File: src/hdl/rlf_pkg.sv
// ----------------------------------------------------------------------------
// rlf_pkg: shared types and constants of the reflector link controller
// Field widths, event and status codes, timer commands and the structs that
// pass between the control logic and the top level.
// ----------------------------------------------------------------------------
package rlf_pkg;

	localparam int TIMER_BITS_DEF = 20;
	localparam int CFG_W          = 20;
	localparam int ELAPSED_W      = 16;
	localparam int CFG_IDX_W      = 1;
	localparam int S_TDATA_W      = 24;
	localparam int M_TDATA_W      = 8;

	localparam logic [CFG_W-1:0] RETRY_MS_RST   = CFG_W'(3000);
	localparam logic [CFG_W-1:0] TIMEOUT_MS_RST = CFG_W'(60000);

	localparam logic [CFG_IDX_W-1:0] CFG_IDX_RETRY   = 1'b0;
	localparam logic [CFG_IDX_W-1:0] CFG_IDX_TIMEOUT = 1'b1;

	typedef enum logic [1:0] {
		RT_LINK   = 2'd0,
		RT_UNLINK = 2'd1,
		RT_TICK   = 2'd2,
		RT_PACKET = 2'd3
	} req_type_t;

	typedef enum logic [2:0] {
		PK_ACKN    = 3'd0,
		PK_NACK    = 3'd1,
		PK_DISC    = 3'd2,
		PK_PING    = 3'd3,
		PK_DATA    = 3'd4,
		PK_UNKNOWN = 3'd5
	} packet_kind_t;

	typedef enum logic [1:0] {
		SK_NONE       = 2'd0,
		SK_CONNECT    = 2'd1,
		SK_DISCONNECT = 2'd2,
		SK_PONG       = 2'd3
	} send_kind_t;

	typedef enum logic [2:0] {
		LS_NOT_LINKED = 3'd0,
		LS_LINKING    = 3'd1,
		LS_LINKED     = 3'd2,
		LS_UNLINKING  = 3'd3,
		LS_REJECTED   = 3'd4,
		LS_FAILED     = 3'd5
	} link_status_t;

	typedef enum logic [1:0] {
		TMR_HOLD,
		TMR_START,
		TMR_STOP,
		TMR_ADVANCE
	} tmr_cmd_t;

	typedef struct packed {
		req_type_t              req_type;
		logic [ELAPSED_W-1:0]   elapsed_ms;
		logic [2:0]             packet_kind;
		logic                   source_matches;
	} rlf_item_t;

	typedef struct packed {
		send_kind_t   send_kind;
		logic         frame_accepted;
		link_status_t link_status;
	} rlf_result_t;

endpackage

File: src/hdl/rlf_timer.sv
// ----------------------------------------------------------------------------
// rlf_timer: saturating millisecond timer
// Holds a running flag and an elapsed count. Start loads one, stop clears,
// advance adds the tick's milliseconds. A zero limit disables the timer.
// ----------------------------------------------------------------------------
module rlf_timer
	import rlf_pkg::*;
#(
	parameter int TIMER_BITS = TIMER_BITS_DEF
) (
	input  logic                 clk,
	input  logic                 arst_n,
	input  tmr_cmd_t             cmd,
	input  logic [CFG_W-1:0]     limit,
	input  logic [ELAPSED_W-1:0] ms,
	output logic                 expired
);

	localparam int SUM_W = ((TIMER_BITS > ELAPSED_W) ? TIMER_BITS : ELAPSED_W) + 1;
	localparam int CMP_W = (TIMER_BITS > CFG_W) ? TIMER_BITS : CFG_W;
	localparam logic [SUM_W-1:0] SUM_MAX = SUM_W'({TIMER_BITS{1'b1}});

	logic                  run_q;
	logic [TIMER_BITS-1:0] el_q;
	logic [SUM_W-1:0]      sum;
	logic [TIMER_BITS-1:0] el_adv;
	logic                  enabled;

	assign enabled = (limit != '0);
	assign sum     = SUM_W'(el_q) + SUM_W'(ms);
	assign el_adv  = (sum > SUM_MAX) ? {TIMER_BITS{1'b1}} : TIMER_BITS'(sum);

	// Expiry is judged on the count as it stands after this tick.
	assign expired = run_q && enabled && (CMP_W'(el_adv) >= CMP_W'(limit));

	always_ff @(posedge clk or negedge arst_n) begin
		if (!arst_n) begin
			run_q <= 1'b0;
			el_q  <= '0;
		end else begin
			unique case (cmd)
				TMR_HOLD: begin
				end
				TMR_START: begin
					if (enabled) begin
						run_q <= 1'b1;
						el_q  <= TIMER_BITS'(1);
					end
				end
				TMR_STOP: begin
					run_q <= 1'b0;
					el_q  <= '0;
				end
				TMR_ADVANCE: begin
					if (run_q && enabled) begin
						el_q <= el_adv;
					end
				end
			endcase
		end
	end

	a_idle_zero: assert property (@(posedge clk) disable iff (!arst_n)
		!run_q |-> (el_q == '0))
		else $error("stopped timer holds a non-zero count");

endmodule

File: src/hdl/rlf_ctrl.sv
// ----------------------------------------------------------------------------
// rlf_ctrl: link state register and event decoding
// Applies one event per enabled cycle to the link status and both timers,
// and forms the result word for that event.
// ----------------------------------------------------------------------------
module rlf_ctrl
	import rlf_pkg::*;
#(
	parameter int TIMER_BITS = TIMER_BITS_DEF
) (
	input  logic             clk,
	input  logic             arst_n,
	input  logic             fire,
	input  rlf_item_t        item,
	input  logic [CFG_W-1:0] retry_ms,
	input  logic [CFG_W-1:0] timeout_ms,
	output rlf_result_t      result
);

	link_status_t ls_q;
	link_status_t ls_d;
	tmr_cmd_t     retry_cmd;
	tmr_cmd_t     watch_cmd;
	logic         retry_exp;
	logic         watch_exp;
	send_kind_t   send;
	logic         accepted;
	logic         active;

	rlf_timer #(.TIMER_BITS(TIMER_BITS)) u_retry (
		.clk     (clk),
		.arst_n  (arst_n),
		.cmd     (retry_cmd),
		.limit   (retry_ms),
		.ms      (item.elapsed_ms),
		.expired (retry_exp)
	);

	rlf_timer #(.TIMER_BITS(TIMER_BITS)) u_watch (
		.clk     (clk),
		.arst_n  (arst_n),
		.cmd     (watch_cmd),
		.limit   (timeout_ms),
		.ms      (item.elapsed_ms),
		.expired (watch_exp)
	);

	assign active = (ls_q == LS_LINKING) || (ls_q == LS_LINKED) || (ls_q == LS_UNLINKING);

	always_comb begin
		ls_d      = ls_q;
		retry_cmd = TMR_HOLD;
		watch_cmd = TMR_HOLD;
		send      = SK_NONE;
		accepted  = 1'b0;
		if (fire) begin
			unique case (item.req_type)
				RT_LINK: begin
					ls_d      = LS_LINKING;
					send      = SK_CONNECT;
					retry_cmd = TMR_START;
					watch_cmd = TMR_START;
				end
				RT_UNLINK: begin
					if ((ls_q == LS_LINKED) || (ls_q == LS_LINKING)) begin
						ls_d      = LS_UNLINKING;
						send      = SK_DISCONNECT;
						retry_cmd = TMR_START;
						watch_cmd = TMR_START;
					end
				end
				RT_TICK: begin
					retry_cmd = TMR_ADVANCE;
					watch_cmd = TMR_ADVANCE;
					if (retry_exp) begin
						if (ls_q == LS_LINKING) begin
							send      = SK_CONNECT;
							retry_cmd = TMR_START;
						end else if (ls_q == LS_UNLINKING) begin
							send      = SK_DISCONNECT;
							retry_cmd = TMR_START;
						end else begin
							retry_cmd = TMR_STOP;
						end
					end
					// Supervision expiry wins over a retry restart in the same tick,
					// but a message already resent is still reported.
					if (watch_exp) begin
						if ((ls_q == LS_LINKING) || (ls_q == LS_LINKED)) begin
							ls_d = LS_FAILED;
						end else if (ls_q == LS_UNLINKING) begin
							ls_d = LS_NOT_LINKED;
						end
						retry_cmd = TMR_STOP;
						watch_cmd = TMR_STOP;
					end
				end
				RT_PACKET: begin
					if (active && item.source_matches) begin
						unique case (item.packet_kind)
							PK_ACKN: begin
								ls_d      = LS_LINKED;
								watch_cmd = TMR_START;
								retry_cmd = TMR_STOP;
							end
							PK_NACK: begin
								ls_d      = LS_REJECTED;
								watch_cmd = TMR_STOP;
								retry_cmd = TMR_STOP;
							end
							PK_DISC: begin
								ls_d      = LS_NOT_LINKED;
								watch_cmd = TMR_STOP;
								retry_cmd = TMR_STOP;
							end
							PK_PING: begin
								if (ls_q == LS_LINKED) begin
									watch_cmd = TMR_START;
									send      = SK_PONG;
								end
							end
							PK_DATA: begin
								if (ls_q == LS_LINKED) begin
									watch_cmd = TMR_START;
									accepted  = 1'b1;
								end
							end
							default: begin
							end
						endcase
					end
				end
			endcase
		end
	end

	always_ff @(posedge clk or negedge arst_n) begin
		if (!arst_n) begin
			ls_q <= LS_NOT_LINKED;
		end else begin
			ls_q <= ls_d;
		end
	end

	assign result.send_kind      = send;
	assign result.frame_accepted = accepted;
	assign result.link_status    = ls_d;

endmodule

File: src/hdl/reflector_link_fsm_top.sv
// ----------------------------------------------------------------------------
// reflector_link_fsm_top: client link controller for a reflector
// Stream wrapper with input and output registers around the link control
// logic, plus the two timer configuration registers.
// ----------------------------------------------------------------------------
// Each input word is one event: a link request, an unlink request, a tick of
// elapsed milliseconds or a received packet that has already been classified.
// Every event produces exactly one result word giving the control message to
// transmit, whether a data frame is passed on, and the link status after the
// event. The block takes one word per clock cycle while the master side does
// not stall; a result word passes through the input register and then the
// output register before it is presented on the master side. The rate is set
// by the link status and timer registers, which are read and updated once per
// event, so each event sees everything its predecessor left behind. When the
// master side stalls, the output register holds its word and the input
// register still takes one more word before the slave side pushes back. The
// retry and supervision periods are written through the configuration port,
// which is always ready; writes are meant to happen only while no event is in
// flight. A period of zero disables that timer. Timer counts saturate at
// 2^TIMER_BITS - 1.
// ----------------------------------------------------------------------------
module reflector_link_fsm_top
	import rlf_pkg::*;
#(
	parameter int TIMER_BITS = TIMER_BITS_DEF
) (
	input  logic                 clk,
	input  logic                 arst_n,
	// Configuration write channel; index 0 is the retry period, 1 the timeout.
	input  logic                 cfg_valid,
	output logic                 cfg_ready,
	input  logic [CFG_IDX_W-1:0] cfg_index,
	input  logic [CFG_W-1:0]     cfg_data,
	// Event words in.
	input  logic                 s_tvalid,
	output logic                 s_tready,
	// elapsed_ms [15:0], packet_kind [18:16], source_matches [19], zero [23:20]
	input  logic [S_TDATA_W-1:0] s_tdata,
	// req_type [1:0]
	input  logic [1:0]           s_tuser,
	// Result words out.
	output logic                 m_tvalid,
	input  logic                 m_tready,
	// send_kind [1:0], frame_accepted [2], link_status [5:3], zero [7:6]
	output logic [M_TDATA_W-1:0] m_tdata
);

	logic [CFG_W-1:0] retry_ms_q;
	logic [CFG_W-1:0] timeout_ms_q;

	logic        vld_s1;
	rlf_item_t   item_s1;
	logic        vld_s2;
	rlf_result_t res_s2;
	rlf_result_t result;
	logic        s_accept;
	logic        fire;

	// The configuration port never stalls.
	assign cfg_ready = 1'b1;

	always_ff @(posedge clk or negedge arst_n) begin
		if (!arst_n) begin
			retry_ms_q   <= RETRY_MS_RST;
			timeout_ms_q <= TIMEOUT_MS_RST;
		end else if (cfg_valid) begin
			unique case (cfg_index)
				CFG_IDX_RETRY:   retry_ms_q   <= cfg_data;
				CFG_IDX_TIMEOUT: timeout_ms_q <= cfg_data;
			endcase
		end
	end

	// An event is processed when it sits in the input register and the output
	// register is empty or being emptied in the same cycle.
	assign fire     = vld_s1 && (!vld_s2 || m_tready);
	assign s_tready = !vld_s1 || fire;
	assign s_accept = s_tvalid && s_tready;

	always_ff @(posedge clk or negedge arst_n) begin
		if (!arst_n) begin
			vld_s1 <= 1'b0;
		end else if (s_accept) begin
			vld_s1 <= 1'b1;
		end else if (fire) begin
			vld_s1 <= 1'b0;
		end
	end

	always_ff @(posedge clk) begin
		if (s_accept) begin
			item_s1.req_type       <= req_type_t'(s_tuser);
			item_s1.elapsed_ms     <= s_tdata[ELAPSED_W-1:0];
			item_s1.packet_kind    <= s_tdata[ELAPSED_W+2:ELAPSED_W];
			item_s1.source_matches <= s_tdata[ELAPSED_W+3];
		end
	end

	rlf_ctrl #(.TIMER_BITS(TIMER_BITS)) u_ctrl (
		.clk        (clk),
		.arst_n     (arst_n),
		.fire       (fire),
		.item       (item_s1),
		.retry_ms   (retry_ms_q),
		.timeout_ms (timeout_ms_q),
		.result     (result)
	);

	always_ff @(posedge clk or negedge arst_n) begin
		if (!arst_n) begin
			vld_s2 <= 1'b0;
		end else if (fire) begin
			vld_s2 <= 1'b1;
		end else if (m_tready) begin
			vld_s2 <= 1'b0;
		end
	end

	always_ff @(posedge clk) begin
		if (fire) begin
			res_s2 <= result;
		end
	end

	assign m_tvalid = vld_s2;
	assign m_tdata  = {2'b00, res_s2.link_status, res_s2.frame_accepted, res_s2.send_kind};

	// A frame is only ever passed on while the link is up.
	a_frame_linked: assert property (@(posedge clk) disable iff (!arst_n)
		(vld_s2 && res_s2.frame_accepted) |-> (res_s2.link_status == LS_LINKED))
		else $error("frame accepted outside the linked state");

	// Pong answers a ping only on an established link.
	a_pong_linked: assert property (@(posedge clk) disable iff (!arst_n)
		(vld_s2 && (res_s2.send_kind == SK_PONG)) |-> (res_s2.link_status == LS_LINKED))
		else $error("pong sent outside the linked state");

	// A result word only appears after an event was processed.
	a_result_source: assert property (@(posedge clk) disable iff (!arst_n)
		$rose(vld_s2) |-> $past(fire))
		else $error("result word appeared without a processed event");

	// An event that cannot move on stays put in the input register.
	a_s1_hold: assert property (@(posedge clk) disable iff (!arst_n)
		(vld_s1 && !fire) |=> (vld_s1 && $stable(item_s1)))
		else $error("stalled event lost or altered");

endmodule

File: config.mk
export PLATFORM = sky130hd
export DESIGN_NAME = reflector_link_fsm_top
export DESIGN_NICKNAME = d
export VERILOG_FILES = /design/src/hdl/rlf_pkg.sv /design/src/hdl/rlf_timer.sv /design/src/hdl/rlf_ctrl.sv /design/src/hdl/reflector_link_fsm_top.sv
export SDC_FILE = /design/constraint.sdc
export NUM_CORES = 1
export LEC_CHECK = 0
export ABC_AREA = 1
export BUFFER_PORTS_ARGS = -buffer_cell sky130_fd_sc_hd__buf_2
export CORE_MARGIN = 2
export CORE_UTILIZATION = 40
export CTS_CLUSTER_SIZE = 25
export DETAILED_ROUTE_END_ITERATION = 10
export PLACE_DENSITY_LB_ADDON = 0.2
export SLEW_MARGIN = 20
export SYNTH_ARGS = -nofsm -noshare
export SYNTH_HDL_FRONTEND = slang
export SYNTH_HIERARCHICAL = 1
export SYNTH_SLANG_ARGS = --single-unit
File: constraint.sdc
create_clock -name clk -period 11.2 [get_ports clk]
set_input_delay 1.68 -clock clk [delete_from_list [all_inputs] [get_ports clk]]
set_output_delay 1.68 -clock clk [all_outputs]
set_load 0.01 [all_outputs]
Yosys cells after proc, flatten, opt, wreduce, memory -nomap -nowiden
Index checks and enable logic that the tools add are counted.
{"block": "totals", "regBits": 115, "in_bits": 52, "output_inout_bits": 11, "elab_cells": 124}
{"block": "classes", "n_addsub": 2, "order_cmp": 4, "n_eq_ne": 20, "muxes": 48, "n_bitwise": 1, "n_reduce_logical": 33}
{"op": "20-bit 2-to-1 mux", "n": 6}
{"op": "20-bit one-hot mux with 3 select lines", "n": 2}
{"op": "20-bit by 16-bit adder with 21-bit output", "n": 2}
{"op": "21-bit by 20-bit greater-than comparator with 1-bit output, second input constant", "n": 2}
{"op": "20-bit >= comparator", "n": 2}
{"op": "20-bit nonzero test", "n": 2}
{"op": "2-bit 2-to-1 mux", "n": 16}
{"op": "2-bit one-hot mux with 4 select lines", "n": 3}
{"op": "3-bit 2-to-1 mux", "n": 6}
{"op": "2-bit equality test, second input constant", "n": 6}
{"op": "3-bit by 2-bit equality test with 1-bit output, second input constant", "n": 4}
{"op": "3-bit one-hot mux with 4 select lines", "n": 1}
{"op": "1-bit 2-to-1 mux", "n": 10}
{"op": "3-bit one-hot mux with 3 select lines", "n": 1}
{"op": "3-bit AND reduction", "n": 3}
{"op": "2-bit inequality test, second input constant", "n": 4}
{"op": "2-bit AND reduction", "n": 4}
{"op": "2-bit nonzero test", "n": 4}
{"op": "1-bit logical AND", "n": 7}
{"op": "2-bit by 1-bit equality test with 1-bit output, second input constant", "n": 3}
{"op": "3-bit by 1-bit equality test with 1-bit output, second input constant", "n": 2}
{"op": "2-bit one-hot mux with 3 select lines", "n": 1}
{"op": "3-bit nonzero test", "n": 2}
{"op": "1-bit logical OR", "n": 4}
{"op": "8 further kinds", "n": 11}

Depth between registers and ports, before layout
{"block": "logic_depth", "depth_word": 12, "ltp_mapped": 32, "ltp_nobuf": 31}

Cells and area by module
The synthesis kept the hierarchy.
{"mod": "rlf_timer at u_ctrl.u_watch", "n_inst": 1, "cells_per_inst": 451, "area_per_inst_um2": 2803.9, "seq_area_each_um2": 525.5}
{"mod": "rlf_timer at u_ctrl.u_retry", "n_inst": 1, "cells_per_inst": 454, "area_per_inst_um2": 2766.4, "seq_area_each_um2": 525.5}
{"mod": "reflector_link_fsm_top", "n_inst": 1, "cells_per_inst": 221, "area_per_inst_um2": 2566.2, "seq_area_each_um2": 1909.3}
{"mod": "rlf_ctrl", "n_inst": 1, "cells_per_inst": 102, "area_per_inst_um2": 560.5, "seq_area_each_um2": 75.1}

Worst setup path before layout
OpenSTA, ideal clock, no wires.
{"block": "synth_path", "kind": "input port to flip-flop", "from": "input port m_tready", "to": "register u_ctrl.u_watch.el_q[12]", "setup_time_ns": 0.116, "arrival_time_ns": 3.640, "required_ns": 11.084, "slack_ns": 7.444, "cell_stages": 10, "n_path_buf": 1, "cell_sequence": "inv_1 a21oi_1 inv_1 a211oi_1 inv_1 o21ai_0 inv_2 buf_4 nand2_1 nand2_1"}
{"block": "synth_via", "elab_chain_cells": 6, "word_cells_on_any_way": 11, "classes_between": "eq/ne (5); mux (2); reduce/logical (4)"}
{"item": "start: declaration", "line_no": "reflector_link_fsm_top.sv:43", "text": "input logic m_tready,"}
{"item": "1-bit logical OR (*)", "line_no": "reflector_link_fsm_top.sv:76", "text": "assign fire = vld_s1 && (!vld_s2 || m_tready);"}
{"item": "1-bit logical AND (*)", "line_no": "reflector_link_fsm_top.sv:76"}
{"item": "net fire", "line_no": "reflector_link_fsm_top.sv:57", "text": "logic fire;"}
{"item": "2-bit 2-to-1 mux (*)", "line_no": "rlf_ctrl.sv:56", "text": "if (fire) begin"}
{"item": "net u_ctrl.watch_cmd[1]", "line_no": "rlf_ctrl.sv:23", "text": "tmr_cmd_t watch_cmd;"}
{"item": "2-bit equality test / 2-bit by 1-bit equality test with 1-bit output (equally long branches)", "line_no": "rlf_timer.sv:41", "text": "unique case (cmd)"}
{"item": "2-bit inequality test (no line) / 3-bit nonzero test (equally long branches)"}
{"item": "3-bit AND reduction (no line)"}
{"item": "end signal: assignment", "line_no": "rlf_timer.sv:56", "text": "el_q <= el_adv;"}
{"item": "end: declaration", "line_no": "rlf_timer.sv:24", "text": "logic [TIMER_BITS-1:0] el_q;"}
The timed path passes the listed nets; every way through them passes the cells marked *.
A chain may end at the register's enable or synchronous reset.

Final worst setup path
{"block": "layout_path", "from": "register item_s1[19] (netlist bit)", "to": "register u_ctrl.u_retry.el_q[16]"}
{"block": "layout_via", "elab_chain_cells": 12, "word_cells_on_any_way": 23, "classes_between": "add/sub (2); order compare (4); eq/ne (5); mux (8); reduce/logical (4)"}
{"item": "start: declaration", "line_no": "reflector_link_fsm_top.sv:52", "text": "rlf_item_t item_s1;"}
{"item": "20-bit by 16-bit adder with 21-bit output (*)", "line_no": "rlf_timer.sv:30", "text": "assign sum = SUM_W'(el_q) + SUM_W'(ms);"}
{"item": "21-bit by 20-bit greater-than comparator with 1-bit output", "line_no": "rlf_timer.sv:31", "text": "assign el_adv = (sum > SUM_MAX) ? {TIMER_BITS{1'b1}} : TIMER_BITS'(sum);"}
{"item": "20-bit 2-to-1 mux (*)", "line_no": "rlf_timer.sv:31"}
{"item": "20-bit >= comparator (*)", "line_no": "rlf_timer.sv:34", "text": "assign expired = run_q && enabled && (CMP_W'(el_adv) >= CMP_W'(limit));"}
{"item": "1-bit logical AND (*)", "line_no": "rlf_timer.sv:34"}
{"item": "net u_ctrl.retry_exp", "line_no": "rlf_ctrl.sv:24", "text": "logic retry_exp;"}
{"item": "2-bit 2-to-1 mux (*)", "line_no": "rlf_ctrl.sv:75", "text": "if (retry_exp) begin"}
{"item": "2-bit 2-to-1 mux (*)", "line_no": "rlf_ctrl.sv:88", "text": "if (watch_exp) begin"}
{"item": "2-bit one-hot mux with 4 select lines (*)", "line_no": "rlf_ctrl.sv:57", "text": "unique case (item.req_type)"}
{"item": "2-bit 2-to-1 mux (*)", "line_no": "rlf_ctrl.sv:56"}
{"item": "net u_ctrl.retry_cmd[1]", "line_no": "rlf_ctrl.sv:22", "text": "tmr_cmd_t retry_cmd;"}
{"item": "2-bit equality test / 2-bit by 1-bit equality test with 1-bit output (equally long branches)", "line_no": "rlf_timer.sv:41"}
{"item": "2-bit inequality test (no line) / 3-bit nonzero test (equally long branches)"}
{"item": "3-bit AND reduction (no line)"}
{"item": "end signal: assignment", "line_no": "rlf_timer.sv:56"}
{"item": "end: declaration", "line_no": "rlf_timer.sv:24"}
The timed path passes the listed nets; every way through them passes the cells marked *. The select of a mux whose other input is x is not followed.

==> run metrics <==
share of the yosys chip area belonging to registers=0.3490; DP Area=0.009163 sq mm; crit path max fanout=19; Yosys reg bits=115; post-layout min period=5.040 ns; hold crit path type=flop to flop; Fmax=198.4 MHz; Iteration-0 DRC Markers=546; Clk Latency, worst-skew pair=0.43 ns; Power Density=151.2 mW/mm^2; routed via count=7639; largest family of logic cells by synthesized area=simple AND/OR/NAND/NOR gates; I/O Pins=63; top routing layer used=met4; core area=0.02115 sq mm; crit end category=flop; die area=0.02294 sq mm; Yosys warnings=6; Syn Inst Count=1228; ratio of cells with drive above 1 in the final layout=0.1298; clk sinks=115; total CTS buffers=17; XOR/XNOR share of the synthesized area=0.01410; synth unique cells=38; CTS tree=built; WL met1=11680 microns; Rel. slew slack=0.3242; gr usage total=0.2094; final instance area=0.009761 sq mm; Post-Route WL=22460 microns; PortBufs=55; Post-CTS Setup Inserts=0; skew final=0.01376 ns; DRC=0; Final Setup Violations=0; Core Util, Final=0.4614; metal3 WL=836 microns; Syn Std Cell Area=0.008697 sq mm; Final HPWL DP=17370 microns; hold_buf cts=0; largest net degree at the start of global routing=46; Die Span X=151.5 microns; simple-gate area share of the yosys netlist=0.3761; commonest cells after routing, fill and taps aside=457 x nand2_1, 167 x inv_1, 110 x nand3_1; n_diodes=0; routability cong.=0.9023; drt pass-1 iters=5; Post-synth ARST share=0.7565; first-pass GRT wire length=36710 microns; remaining global-route overflow=0; Tot Pwr=0.001476 W; Post-Synth Adder-Cell Area=0.1082; Startpoint Class=flop; peak supply drop=116.0 uV; Area growth syn-to-layout=12.23%; routed wl met2=9549 microns; max-slew violations=0; Final period util=0.4500; mux cell area share after synthesis=0; initial antenna violation count=0; worst setup path class=flop to flop; Final Hold Vio Count=0; FP Rows=53; cells resized by post-CTS repair=0; RSZ-0062 raised after global routing=no; root buf cell=clkbuf_16; die height=151.5 microns; maxcap violations=0; commonest non-fill, non-tap cell in the layout=nand2_1; Setup TNS Final=0 ns; Syn Area/Cell=7.082 sq um; clk buf depth=2; status=complete, no violations; Antenna Nets Post-Route=0; Layout Nets=1407; LEAKAGE=5.348 nW; ys flop type=dfrtp_1; clock-pin slew on the worst setup and hold paths=0.06 ns; number of synthesized flops with an enable pin=28; required time worst endpoint=11.55 ns; worst slew pin tran=1.007 ns; H-Tree Depth=4; vias in the first global route=7211; Wirelength per Cell=14.31 microns; critical path data arrival time=5.39 ns; Compound-Gate Fraction of Synth Area=0.05438; vias per cell=4.869; Starting Density=0.4111
[flip-flops by register name, summed over array words and instances, names as in the netlist]
signal	flops
m_tvalid	1
item_s1	22
u_ctrl/u_watch/run_q	1
u_ctrl/u_watch/el_q	20
retry_ms_q	20
m_tdata	6
u_ctrl/u_retry/el_q	20
timeout_ms_q	20
u_ctrl/u_retry/run_q	1
vld_s1	1
u_ctrl/ls_q	3
[where the power goes]
part	switching, W	internal (W)	leakage [nW]
Combinational	0.000265	0.000142	3.69
Clock	0.000218	0.000336	0.286
Sequential	0.0000337	0.000481	1.37
[worst max-delay path, stage by stage, from the launching register on]
cell      delay [ns]
edfxtp_1        0.47
ha_1            0.40
a21oi_1         0.28
o21ai_0         0.20
a21oi_2         0.19
nand2_4         0.11
nand2_4         0.30
nand3_1         0.25
ha_1            0.37
nand2_1         0.07
inv_1           0.03
nor2_1          0.07
o21ai_0         0.07
a21oi_1         0.15
nand4_1         0.14
nand2_1         0.13
inv_1           0.07
inv_1           0.09
o31ai_1         0.08
a21oi_1         0.36
nand2_1         0.11
nor2_2          0.70
o211ai_1        0.19
nand2_1         0.10
[cells by family after synthesis]
family          after synthesis
other cells                   2
simple gates                735
fa+ha+maj                    74
flops                       115
compound gates               85
xor+xnor                     14
buf+inv                     203
[metal layers]
metal / up-vias / track usage
li1: 4004 / -
met1: 3466 / 0.3083
met3: 25 / 0.03293
met4: 0 / 0.05794
met5: - / 0
met2: 144 / 0.3190
[worst paths after layout]
path | from | endpoint | slack (ns) | depth (start not counted)
worst max-delay path | item_s1[19]$_DFFE_PP_ | u_ctrl/u_retry/el_q[16]$_DFFE_PN0P_ | 6.16 | 23
worst max register to register | item_s1[19]$_DFFE_PP_ | u_ctrl/u_retry/el_q[16]$_DFFE_PN0P_ | 6.16 | 23
worst min register to register | timeout_ms_q[11]$_DFFE_PN1P_ | timeout_ms_q[11]$_DFFE_PN1P_ | 0.46 | 2
min in group asynchronous | arst_n | retry_ms_q[14]$_DFFE_PN0P_ | 1.24 | 1
worst min-delay path | timeout_ms_q[11]$_DFFE_PN1P_ | timeout_ms_q[11]$_DFFE_PN1P_ | 0.46 | 2
max in group asynchronous | arst_n | u_ctrl/u_retry/el_q[0]$_DFFE_PN0P_ | 8.93 | 2
[cells in the mapped netlist (2+ instances only)]
library cell | number | area share
nand2_1 | 457 | 0.20
inv_1 | 168 | 0.073
nand3_1 | 110 | 0.063
nor2_1 | 87 | 0.038
dfrtp_1 | 73 | 0.21
ha_1 | 72 | 0.10
a21oi_1 | 41 | 0.024
edfxtp_1 | 28 | 0.097
nand2_4 | 24 | 0.031
o21ai_0 | 23 | 0.013
nand4_1 | 19 | 0.014
dfstp_2 | 14 | 0.042
xnor2_1 | 14 | 0.014
buf_2 | 12 | 0.0069
nand2_2 | 12 | 0.0086
inv_2 | 11 | 0.0047
buf_4 | 10 | 0.0086
a21oi_2 | 6 | 0.0060
nand3b_1 | 6 | 0.0052
nor3_1 | 6 | 0.0035
o21ai_1 | 6 | 0.0035
nand3_2 | 3 | 0.0035
buf_12 | 2 | 0.0046
conb_1 | 2 | 0.00086
fa_1 | 2 | 0.0046
nor2_2 | 2 | 0.0014
nor2_4 | 2 | 0.0026
nor3_2 | 2 | 0.0023
nor3_4 | 2 | 0.0037
o211ai_1 | 2 | 0.0017
o21a_1 | 2 | 0.0017
o21ai_2 | 2 | 0.0020
[stage by stage]
step	setup slack (ns)	cells	hold slack, ns
5_1_grt	5.742	1569	0.4905
4_1_cts	6.167	1569	0.4647
3_3_place_gp	6.246	1537	0.4534
6_report	6.160	1569	0.4619
3_5_place_dp	6.179	1537	0.4552
2_1_floorplan	7.444	1229	0.4419
[area by class of cell]
type | instances | area [sq um]
fill | 2184 | 11390
sequential | 115 | 3035
tap | 275 | 344.1
clock buffer | 21 | 483.0
multi-input combinational | 911 | 4818
timing repair buffer | 57 | 292.8
inverter | 179 | 671.9
clock inverter | 11 | 115.1
No activity file was read; power rests on OpenSTA's default activity.
